==> src/rtl/cfq_pkg.sv <==
// ----------------------------------------------------------------------------
// cfq_pkg
// Shared types and constants of the circular FIFO with clear and dump.
// ----------------------------------------------------------------------------
package cfq_pkg;

  localparam int unsigned DEPTH   = 8;
  localparam int unsigned ID_BITS = 16;
  localparam int unsigned IDX_W   = (DEPTH > 1) ? $clog2(DEPTH) : 1;
  localparam int unsigned CNT_W   = $clog2(DEPTH + 1);

  localparam int unsigned MODE_W   = 2;
  localparam int unsigned STATUS_W = 3;
  localparam int unsigned FIELD_W  = 16;

  typedef enum logic [MODE_W-1:0] {
    MODE_PUSH  = 2'd0,
    MODE_POP   = 2'd1,
    MODE_CLEAR = 2'd2,
    MODE_DUMP  = 2'd3
  } mode_e;

  typedef enum logic [STATUS_W-1:0] {
    ST_PUSHED  = 3'd0,
    ST_FULL    = 3'd1,
    ST_POPPED  = 3'd2,
    ST_EMPTY   = 3'd3,
    ST_CLEARED = 3'd4,
    ST_DUMPED  = 3'd5
  } status_e;

  typedef struct packed {
    logic [MODE_W-1:0]  mode;
    logic [FIELD_W-1:0] customer_id;
  } in_item_t;

  typedef struct packed {
    logic [STATUS_W-1:0] status;
    logic [FIELD_W-1:0]  entry_id;
    logic                last;
  } out_item_t;

  // Commands from the controller to the datapath.
  typedef struct packed {
    logic    store;       // write the item's identifier at the tail
    logic    clear;       // reset pointers and count
    logic    rd_en;       // issue a store read
    logic    rd_dump;     // read address: 0 head, 1 dump pointer
    logic    dump_init;   // start a dump walk at the head
    logic    dump_adv;    // step the dump walk
    logic    pop_adv;     // retire the head entry
    logic    out_load;    // load the result register
    status_e out_status;
    logic    out_use_rd;  // result identifier comes from the store read
    logic    out_last;
  } cfq_cmd_t;

  // Status from the datapath to the controller.
  typedef struct packed {
    logic full;
    logic empty;
    logic dump_last;
  } cfq_stat_t;

endpackage

==> src/rtl/cfq_ram.sv <==
// ----------------------------------------------------------------------------
// cfq_ram
// Generic single-write, single-read RAM with a registered read port.
// ----------------------------------------------------------------------------
module cfq_ram #(
  parameter int unsigned WIDTH = 16,
  parameter int unsigned DEPTH = 8
) (
  input  logic                                       clk_i,
  input  logic                                       we_i,
  input  logic [((DEPTH > 1) ? $clog2(DEPTH) : 1)-1:0] waddr_i,
  input  logic [WIDTH-1:0]                           wdata_i,
  input  logic                                       re_i,
  input  logic [((DEPTH > 1) ? $clog2(DEPTH) : 1)-1:0] raddr_i,
  output logic [WIDTH-1:0]                           rdata_o
);

  logic [WIDTH-1:0] mem_q [DEPTH];
  logic [WIDTH-1:0] rdata_q;

  always_ff @(posedge clk_i) begin
    if (we_i) begin
      mem_q[waddr_i] <= wdata_i;
    end
    if (re_i) begin
      rdata_q <= mem_q[raddr_i];
    end
  end

  assign rdata_o = rdata_q;

endmodule

==> src/rtl/cfq_datapath.sv <==
// ----------------------------------------------------------------------------
// cfq_datapath
// Entry store, head and tail pointers, occupancy count, dump walk and the
// result register.
// ----------------------------------------------------------------------------
module cfq_datapath
  import cfq_pkg::*;
(
  input  logic      clk_i,
  input  logic      rst_ni,
  input  in_item_t  in_item_i,
  input  cfq_cmd_t  cmd_i,
  output cfq_stat_t stat_o,
  output out_item_t out_item_o
);

  logic [IDX_W-1:0]   head_q, head_d;
  logic [IDX_W-1:0]   tail_q, tail_d;
  logic [CNT_W-1:0]   occ_q, occ_d;
  logic [IDX_W-1:0]   dump_ptr_q, dump_ptr_d;
  logic [CNT_W-1:0]   dump_left_q, dump_left_d;
  logic [IDX_W-1:0]   rd_addr;
  logic [ID_BITS-1:0] rd_data;
  out_item_t          out_q;

  function automatic logic [IDX_W-1:0] next_idx(input logic [IDX_W-1:0] i);
    return (i == IDX_W'(DEPTH - 1)) ? '0 : i + IDX_W'(1);
  endfunction

  assign rd_addr = cmd_i.rd_dump ? dump_ptr_q : head_q;

  cfq_ram #(
    .WIDTH(ID_BITS),
    .DEPTH(DEPTH)
  ) u_store (
    .clk_i  (clk_i),
    .we_i   (cmd_i.store),
    .waddr_i(tail_q),
    .wdata_i(ID_BITS'(in_item_i.customer_id)),
    .re_i   (cmd_i.rd_en),
    .raddr_i(rd_addr),
    .rdata_o(rd_data)
  );

  always_comb begin
    head_d      = head_q;
    tail_d      = tail_q;
    occ_d       = occ_q;
    dump_ptr_d  = dump_ptr_q;
    dump_left_d = dump_left_q;
    if (cmd_i.clear) begin
      head_d = '0;
      tail_d = '0;
      occ_d  = '0;
    end else if (cmd_i.store) begin
      tail_d = next_idx(tail_q);
      occ_d  = occ_q + CNT_W'(1);
    end else if (cmd_i.pop_adv) begin
      head_d = next_idx(head_q);
      occ_d  = occ_q - CNT_W'(1);
    end
    // The first dump read goes to the head, so the walk continues one past it.
    if (cmd_i.dump_init) begin
      dump_ptr_d  = next_idx(head_q);
      dump_left_d = occ_q;
    end else if (cmd_i.dump_adv) begin
      dump_ptr_d  = next_idx(dump_ptr_q);
      dump_left_d = dump_left_q - CNT_W'(1);
    end
  end

  always_ff @(posedge clk_i or negedge rst_ni) begin
    if (!rst_ni) begin
      head_q      <= '0;
      tail_q      <= '0;
      occ_q       <= '0;
      dump_ptr_q  <= '0;
      dump_left_q <= '0;
    end else begin
      head_q      <= head_d;
      tail_q      <= tail_d;
      occ_q       <= occ_d;
      dump_ptr_q  <= dump_ptr_d;
      dump_left_q <= dump_left_d;
    end
  end

  always_ff @(posedge clk_i) begin
    if (cmd_i.out_load) begin
      out_q.status   <= cmd_i.out_status;
      out_q.entry_id <= cmd_i.out_use_rd ? FIELD_W'(rd_data) : '0;
      out_q.last     <= cmd_i.out_last;
    end
  end

  assign stat_o.full      = (occ_q == CNT_W'(DEPTH));
  assign stat_o.empty     = (occ_q == '0);
  assign stat_o.dump_last = (dump_left_q == CNT_W'(1));
  assign out_item_o       = out_q;

endmodule

==> src/rtl/cfq_ctrl.sv <==
// ----------------------------------------------------------------------------
// cfq_ctrl
// Controller: takes one item at a time, sequences store reads and hands
// results to the output channel.
// ----------------------------------------------------------------------------
module cfq_ctrl
  import cfq_pkg::*;
(
  input  logic            clk_i,
  input  logic            rst_ni,
  input  logic            in_valid_i,
  output logic            in_stall_o,
  input  logic [MODE_W-1:0] mode_i,
  output logic            out_valid_o,
  input  logic            out_stall_i,
  input  cfq_stat_t       stat_i,
  output cfq_cmd_t        cmd_o
);

  typedef enum logic [2:0] {
    S_IDLE,
    S_POP_RD,
    S_DUMP_RD,
    S_OUT,
    S_DUMP_OUT
  } state_e;

  state_e state_q, state_d;
  logic   in_stall_q, out_valid_q;

  always_comb begin
    state_d = state_q;
    cmd_o   = '{out_status: ST_EMPTY, default: '0};
    unique case (state_q)
      S_IDLE: begin
        if (in_valid_i) begin
          cmd_o.out_last = 1'b1;
          unique case (mode_e'(mode_i))
            MODE_PUSH: begin
              cmd_o.store      = !stat_i.full;
              cmd_o.out_load   = 1'b1;
              cmd_o.out_status = stat_i.full ? ST_FULL : ST_PUSHED;
              state_d          = S_OUT;
            end
            MODE_POP: begin
              if (stat_i.empty) begin
                cmd_o.out_load   = 1'b1;
                cmd_o.out_status = ST_EMPTY;
                state_d          = S_OUT;
              end else begin
                cmd_o.rd_en = 1'b1;
                state_d     = S_POP_RD;
              end
            end
            MODE_CLEAR: begin
              cmd_o.clear      = 1'b1;
              cmd_o.out_load   = 1'b1;
              cmd_o.out_status = ST_CLEARED;
              state_d          = S_OUT;
            end
            MODE_DUMP: begin
              if (stat_i.empty) begin
                cmd_o.out_load   = 1'b1;
                cmd_o.out_status = ST_EMPTY;
                state_d          = S_OUT;
              end else begin
                cmd_o.rd_en     = 1'b1;
                cmd_o.dump_init = 1'b1;
                state_d         = S_DUMP_RD;
              end
            end
            default: state_d = S_IDLE;
          endcase
        end
      end
      S_POP_RD: begin
        cmd_o.pop_adv    = 1'b1;
        cmd_o.out_load   = 1'b1;
        cmd_o.out_status = ST_POPPED;
        cmd_o.out_use_rd = 1'b1;
        cmd_o.out_last   = 1'b1;
        state_d          = S_OUT;
      end
      S_DUMP_RD: begin
        cmd_o.out_load   = 1'b1;
        cmd_o.out_status = ST_DUMPED;
        cmd_o.out_use_rd = 1'b1;
        cmd_o.out_last   = stat_i.dump_last;
        state_d          = S_DUMP_OUT;
      end
      S_OUT: begin
        if (!out_stall_i) begin
          state_d = S_IDLE;
        end
      end
      S_DUMP_OUT: begin
        if (!out_stall_i) begin
          if (stat_i.dump_last) begin
            state_d = S_IDLE;
          end else begin
            // Read the next entry while the walk steps on.
            cmd_o.rd_en    = 1'b1;
            cmd_o.rd_dump  = 1'b1;
            cmd_o.dump_adv = 1'b1;
            state_d        = S_DUMP_RD;
          end
        end
      end
      default: state_d = S_IDLE;
    endcase
  end

  always_ff @(posedge clk_i or negedge rst_ni) begin
    if (!rst_ni) begin
      state_q     <= S_IDLE;
      in_stall_q  <= 1'b0;
      out_valid_q <= 1'b0;
    end else begin
      state_q     <= state_d;
      in_stall_q  <= (state_d != S_IDLE);
      out_valid_q <= (state_d == S_OUT) || (state_d == S_DUMP_OUT);
    end
  end

  assign in_stall_o  = in_stall_q;
  assign out_valid_o = out_valid_q;

endmodule

==> src/rtl/circular_fifo_with_clear_and_dump_core.sv <==
// ----------------------------------------------------------------------------
// circular_fifo_with_clear_and_dump_core
// Ring-buffer queue of identifiers with push, pop, clear and dump.
// ----------------------------------------------------------------------------
// The block works on one item at a time. For a push, a clear, or a pop or
// dump on an empty queue, the item is taken and its single result is
// shown the next cycle and held until the output side takes it. A pop
// first makes a store read, since the entry store has one registered read
// port. A dump makes one store read per entry and shows each result, and
// issues the next read only once the output side has taken the prior one.
// The input stalls from the cycle after an item is taken until its last
// result has been taken. The occupancy count tells a full queue from an
// empty one, so a push to a full queue is rejected and never overwrites an
// entry. A clear resets only the pointers and the count; stored data is not erased.
module circular_fifo_with_clear_and_dump_core
  import cfq_pkg::*;
(
  input  logic      clk_i,
  input  logic      rst_ni,
  input  logic      in_valid_i,
  output logic      in_stall_o,
  input  in_item_t  in_item_i,
  output logic      out_valid_o,
  input  logic      out_stall_i,
  output out_item_t out_item_o
);

  cfq_cmd_t  cmd;
  cfq_stat_t stat;

  cfq_ctrl u_ctrl (
    .clk_i      (clk_i),
    .rst_ni     (rst_ni),
    .in_valid_i (in_valid_i),
    .in_stall_o (in_stall_o),
    .mode_i     (in_item_i.mode),
    .out_valid_o(out_valid_o),
    .out_stall_i(out_stall_i),
    .stat_i     (stat),
    .cmd_o      (cmd)
  );

  cfq_datapath u_datapath (
    .clk_i     (clk_i),
    .rst_ni    (rst_ni),
    .in_item_i (in_item_i),
    .cmd_i     (cmd),
    .stat_o    (stat),
    .out_item_o(out_item_o)
  );

endmodule

==> config.mk <==
export PLATFORM = sky130hd
export DESIGN_NAME = circular_fifo_with_clear_and_dump_core
export DESIGN_NICKNAME = d
export VERILOG_FILES = /design/src/rtl/cfq_pkg.sv /design/src/rtl/cfq_ram.sv /design/src/rtl/cfq_datapath.sv /design/src/rtl/cfq_ctrl.sv /design/src/rtl/circular_fifo_with_clear_and_dump_core.sv
export SDC_FILE = /design/constraint.sdc
export NUM_CORES = 1
export LEC_CHECK = 0
export BUFFER_PORTS_ARGS = -buffer_cell sky130_fd_sc_hd__buf_2
export CORE_UTILIZATION = 60
export DETAILED_ROUTE_END_ITERATION = 7
export GPL_TIMING_DRIVEN = 1
export PLACE_DENSITY = 0.9
export SLEW_MARGIN = 20
export SYNTH_ARGS = -nofsm -noshare
export SYNTH_HDL_FRONTEND = slang
export SYNTH_SLANG_ARGS = --single-unit
==> constraint.sdc <==
create_clock -name clk_i -period 6.59 [get_ports clk_i]
set_clock_uncertainty 0.1 [all_clocks]
set_input_delay 0.3295 -clock clk_i [delete_from_list [all_inputs] [get_ports clk_i]]
set_output_delay 0.3295 -clock clk_i [all_outputs]
set_load 0.01 [all_outputs]
## Word-level counts from Yosys, hierarchy flattened

Memory sizes are Yosys's and may differ from the RTL's. A register that Yosys moved wholly into a read port is not among the register bits.
Index checks and enable logic that the tools add are counted.

| operators by class | value |
|---|---|
| add/sub/neg operators | 6 |
| equal/unequal tests | 15 |
| muxes and demuxes | 51 |
| reductions and logical operators | 14 |

Operator list:

| operator | number |
|---|---|
| $mux W3 | 15 |
| $mux W4 | 7 |
| $pmux W4 S3 | 2 |
| $mux W1 | 18 |
| $eq A3 B3 Y1 const B | 5 |
| $pmux W3 S5 | 1 |
| $mux W2 | 5 |
| $add A3 B1 Y3 const B | 3 |
| $eq A3 B2 Y1 const B | 3 |
| $pmux W3 S3 | 1 |
| $sub A4 B1 Y4 const B | 2 |
| $reduce_bool A2 Y1 | 3 |
| $reduce_bool A3 Y1 | 2 |
| $reduce_or A2 Y1 | 3 |
| $add A4 B1 Y4 const B | 1 |
| $eq A2 B2 Y1 const B | 2 |
| $eq A4 B1 Y1 const B | 1 |
| $eq A4 B4 Y1 const B | 1 |
| $logic_not A4 Y1 | 1 |
| $eq A3 B1 Y1 const B | 1 |
| $logic_not A3 Y1 | 1 |
| $pmux W1 S3 | 1 |
| $eq A2 B1 Y1 const B | 1 |
| $logic_not A2 Y1 | 1 |
| other kinds (5) | 5 |

| word-level totals | value |
|---|---|
| bits in registers | 42 |
| memories kept | 1 |
| word-level logic and storage cells | 98 |
| memory bits (writable) | 128 |

Memories:

| memory | words | bits a word | rd ports | clocked after Yosys merged registers in | wr ports | line | RTL |
|---|---|---|---|---|---|---|---|
| u_datapath.u_store.mem_q | 8 | 16 | 1 | 1 | 1 | cfq_ram.sv:18 | `logic [WIDTH-1:0] mem_q [DEPTH];` |

## Depth between registers and ports, before layout

| depth | value |
|---|---|
| word-level depth | 7 |
| depth in mapped cells | 11 |

## Cells and area by module

A second synthesis with hierarchy kept.

| unflattened totals | value |
|---|---|
| cell total of the unflattened synthesis | 409 |
| area, all modules | 7659.8 sq um |

By module, submodules not included:

| module | cells an instance | instances | area an instance (sq um) |
|---|---|---|---|
| cfq_ram | 214 | 1 | 5454.0 |
| cfq_datapath | 142 | 1 | 1779.2 |
| cfq_ctrl | 53 | 1 | 426.7 |

## Least setup slack after synthesis

OpenSTA, ideal clock, no wires.

| path | value |
|---|---|
| kind | reg2reg |
| start | register u_ctrl.state_q[2] |
| end | memory u_datapath.u_store.mem_q[0][0] (enable) |
| path buffers | 2 |
| path slack | 3171 ps |
| period minus slack after synthesis | 3419 ps |
| arrival | 2909 ps |
| library setup time | 409 ps |
| stages on the path, launching flop included | 7 |
| path through | dfrtp_1 -> buf_6 -> or4b_1 -> buf_2 -> nor4_4 -> or2b_1 -> nor3_1 |

| between the ends | value |
|---|---|
| longest elaborated chain between the ends | 4 |

RTL lines:

| element | line | RTL |
|---|---|---|
| start: declaration | cfq_ctrl.sv:28 | `state_e state_q, state_d;` |
| start signal: assignment | cfq_ctrl.sv:119 | `state_q <= state_d;` |
| $logic_not A3 Y1 | cfq_ctrl.sv:34 | `unique case (state_q)` |
| $mux W2 | cfq_ctrl.sv:34 |  |
| $mux W1 | cfq_ram.sv:22 | `if (we_i) begin` |
| $mux W1 (implied by the code) | cfq_ram.sv:23 | `mem_q[waddr_i] <= wdata_i;` |
| end: declaration | cfq_ram.sv:18 |  |

Every way passes these cells.

## Worst setup path after layout

| path | value |
|---|---|
| start | register u_ctrl.state_q[1] |
| end | register u_datapath.u_store.rdata_q[2], in the netlist u_datapath.u_store.rdata_o[2] (read register of u_datapath.u_store.mem_q) (data pin) |

| between the ends | value |
|---|---|
| longest elaborated chain between the ends | 3 |
| elaborated cells between the ends (all ways) | 5 |
| classes of those cells | 1 x eq/ne; 3 x mux; 1 x reduce/logical |

RTL lines:

| element | line | RTL |
|---|---|---|
| $eq A3 B3 Y1 | cfq_ctrl.sv:34 |  |
| $mux W1 | cfq_ctrl.sv:34 |  |
| $mux W3 | cfq_datapath.sv:30 | `assign rd_addr = cmd_i.rd_dump ? dump_ptr_q : head_q;` |
| end: declaration | cfq_ram.sv:19 | `logic [WIDTH-1:0] rdata_q;` |

Several ways; a longest one is shown, not always the timed one.
A chain may end at the register's enable or synchronous reset.

==> metrics <==
core footprint=about 12000 um2; final hold vios=0; largest net degree at the start of global routing=50; first-pass GRT wire length=23670 um; vias per cell=6.376; Seq/Total Area, Yosys=72.06%; CP cell instances=or4b_1, o21ai_2, buf_4, nand2_2, mux2i_1, a2111oi_0; clk sinks=186; commonest cells after routing, fill and taps aside=164 x edfxtp_1, 48 x and3_1, 48 x a211oi_1; max-slew violations=0; top_reg_cell synth=edfxtp_1; vias=around 4600; clk slew on worst S/H paths=70 ps; CTS tree=done; final setup vio count=0; Worst Max-Slew Pin Slew=~1000 ps; Initial Util=62.48%; Detailed Route WL=approximately 16000 um; Boundary Pins=44; overall routing resource usage=about a quarter; worst path required time=6610 ps; period utilisation layout=58.54%; Critical-path top delay cell=a2111oi_0; Fmax=259.2 MHz; Die Area=13120 um2; 1st-iter DRT viols=497; CTS buffer count=17; vias in the first global route=between 4000 and 5000; layout net count=576; status=finished clean; GP Congestion=between 0.8 and 0.9; Synth Register Bits=around 190; FFs w/ async S/R, synth=11.83%; chip height=114.5 um; Syn Std Cell Area=7599 um2; Setup CP Type=register to register; Root Buffer=clkbuf_16; Clock Path Buffers=2; CP peak stage delay=about 770 ps; synth-to-layout area growth=12.94%; WL per Instance=21.71 um; syn_area_per_cell=15.38 um2; Worst Setup End Kind=register; # diodes=0; initial antenna violation count=1; Worst EP arrival=3880 ps; Die X-Extent=114.5 um; Rel. slew slack=30.94%; RSZ-0062 raised after global routing=no; DP HPWL=9262 um; I/O Buffers=43; post-route setup TNS=0 ps; Syn Inst Count=494; critical path fanouts, max=49; most common cell after layout, fill and taps aside=edfxtp_1; # Max-Cap Violations=0; Static Leak=0.003037 uW; postcts setup bufs=0; number of synthesized flops with an enable pin=164; smallest hold slack=approximately 65 ps; Post-Syn Nets=527; critical path launch point type=register; PD cells=419.7 nW/um2; htree depth=4; Post-DRT Antenna Nets=0; fin crit period=3857 ps; grt ovf=0; DRT Pass-1 Iters=5; Rows=40; clk_lat worst skew=430 ps; DRC viols=0; HP Class=input pin to register; Max VDD drop=0.2413 mV; fraction of final layout cells sized beyond drive strength 1=18.74%; synth warn=0; Fillers=744; Yosys cell types=between 50 and 60
==> sequential cells by signal, summed over array words and instances, names as in the netlist <==
register	count
u_datapath.u_store.mem_q	128
u_datapath.out_item_o	20
u_datapath.dump_ptr_q	3
u_datapath.tail_q	3
u_datapath.dump_left_q	4
u_ctrl.state_q	3
u_datapath.occ_q	4
u_datapath.u_store.rdata_o	16
u_ctrl.in_stall_o	1
u_datapath.head_q	3
u_ctrl.out_valid_o	1
==> metrics by stage <==
stage | util, % | cell area [um2] | power, uW | instances | setup WS [ps]
after detailed placement | 66.03 | 8030 | 2669 | 691 | 2855
after global placement | 66.03 | 8030 | 2609 | 691 | 3065
after CTS | 70.57 | 8582 | 3600 | 723 | 2818
final | 70.57 | 8582 | 3602 | 723 | 2733
after global routing | 70.57 | 8582 | 3765 | 723 | 2536
after floorplan | - | 7599 | 2373 | 494 | 3171
==> final timing paths <==
check | startpoint | to | slack (ps) | cells after the start
worst min register to register | u_datapath.u_store.rdata_o[7] | u_datapath.out_item_o[8] | 420 | 1
worst max-delay path | u_ctrl.state_q[1] | u_datapath.u_store.rdata_o[2] | 2730 | 6
worst min-delay path | in_item_i[7] | u_datapath.u_store.mem_q[5][7] | 70 | 1
min in group asynchronous | rst_ni | u_datapath.occ_q[0] | 300 | 2
worst max register to register | u_ctrl.state_q[1] | u_datapath.u_store.rdata_o[2] | 2730 | 6
max in group asynchronous | rst_ni | u_datapath.dump_ptr_q[1] | 5740 | 2
==> cell type report <==
| type | instances | area (um2) | area share (%) |
|---|---|---|---|
| inverter | 11 | 41.29 | 0.4811 |
| timing repair buffer | 56 | 315.3 | 3.674 |
| clock inverter | 13 | 112.6 | 1.312 |
| tap | 168 | 210.2 | 2.449 |
| multi-input combinational | 271 | 1998 | 23.28 |
| sequential | 186 | 5475 | 63.80 |
| clock buffer | 18 | 429.2 | 5.001 |
==> synthesized netlist by cell type, drive strengths merged (4+ instances only) <==
master / n / area (um2)
buf: 10 / 57.55
nand3: 4 / 20.02
and3: 48 / 300.3
ha: 10 / 125.1
nor2: 14 / 52.55
xnor2: 4 / 35.03
nand2: 26 / 100.1
a2111oi: 16 / 188.9
inv: 11 / 41.29
edfxtp: 164 / 4925
a211oi: 48 / 360.4
nor3: 7 / 40.04
o21ai: 12 / 63.81
and2: 16 / 100.1
clkbuf: 16 / 60.06
mux2i: 17 / 170.2
dfrtp: 22 / 550.5
o31ai: 4 / 30.03
==> routing by layer <==
metal / wire length [um] / vias up / global-route usage (%)
met5: 10 / - / 0
met4: 379 / 2 / 12.99
met3: 1449 / 40 / 5.506
met2: 7922 / 265 / 40.77
met1: 5933 / 2252 / 32.53
li1: - / 2051 / -
==> power breakdown <==
part / switching [uW] / leakage [uW] / internal (uW) / total [uW]
Clock: 438 / 0.000257 / 492 / 930
Combinational: 617 / 0.00101 / 391 / 1010
Sequential: 133 / 0.00177 / 1530 / 1660
Total: 1190 / 0.00304 / 2410 / 3600
==> worst max-delay path: cells and delay by family (launching register included) <==
kind,cells,cell delay (ps)
buffers and inverters,1,390
and+or+nand+nor,2,1310
AOI/OAI and AO/OA,2,920
muxes,1,280
DFF,1,510
==> logic make-up after synthesis <==
family	Yosys count	synth area share, %
AO/OA/AOI/OAI	99	10.44
XOR/XNOR	6	0.6916
adder cells (fa/ha/maj)	11	1.910
buffers and inverters	37	2.091
flip-flops	186	72.06
multiplexers	17	2.239
AND/OR/NAND/NOR	138	10.57
==> what timing repair did <==
| action | in CTS | in global routing |
|---|---|---|
| hold buffers | 1 | 0 |
| hold endpoints to repair | 22 | 0 |
| resized for setup | 0 | 0 |
Power figures use the tool's default switching activity.
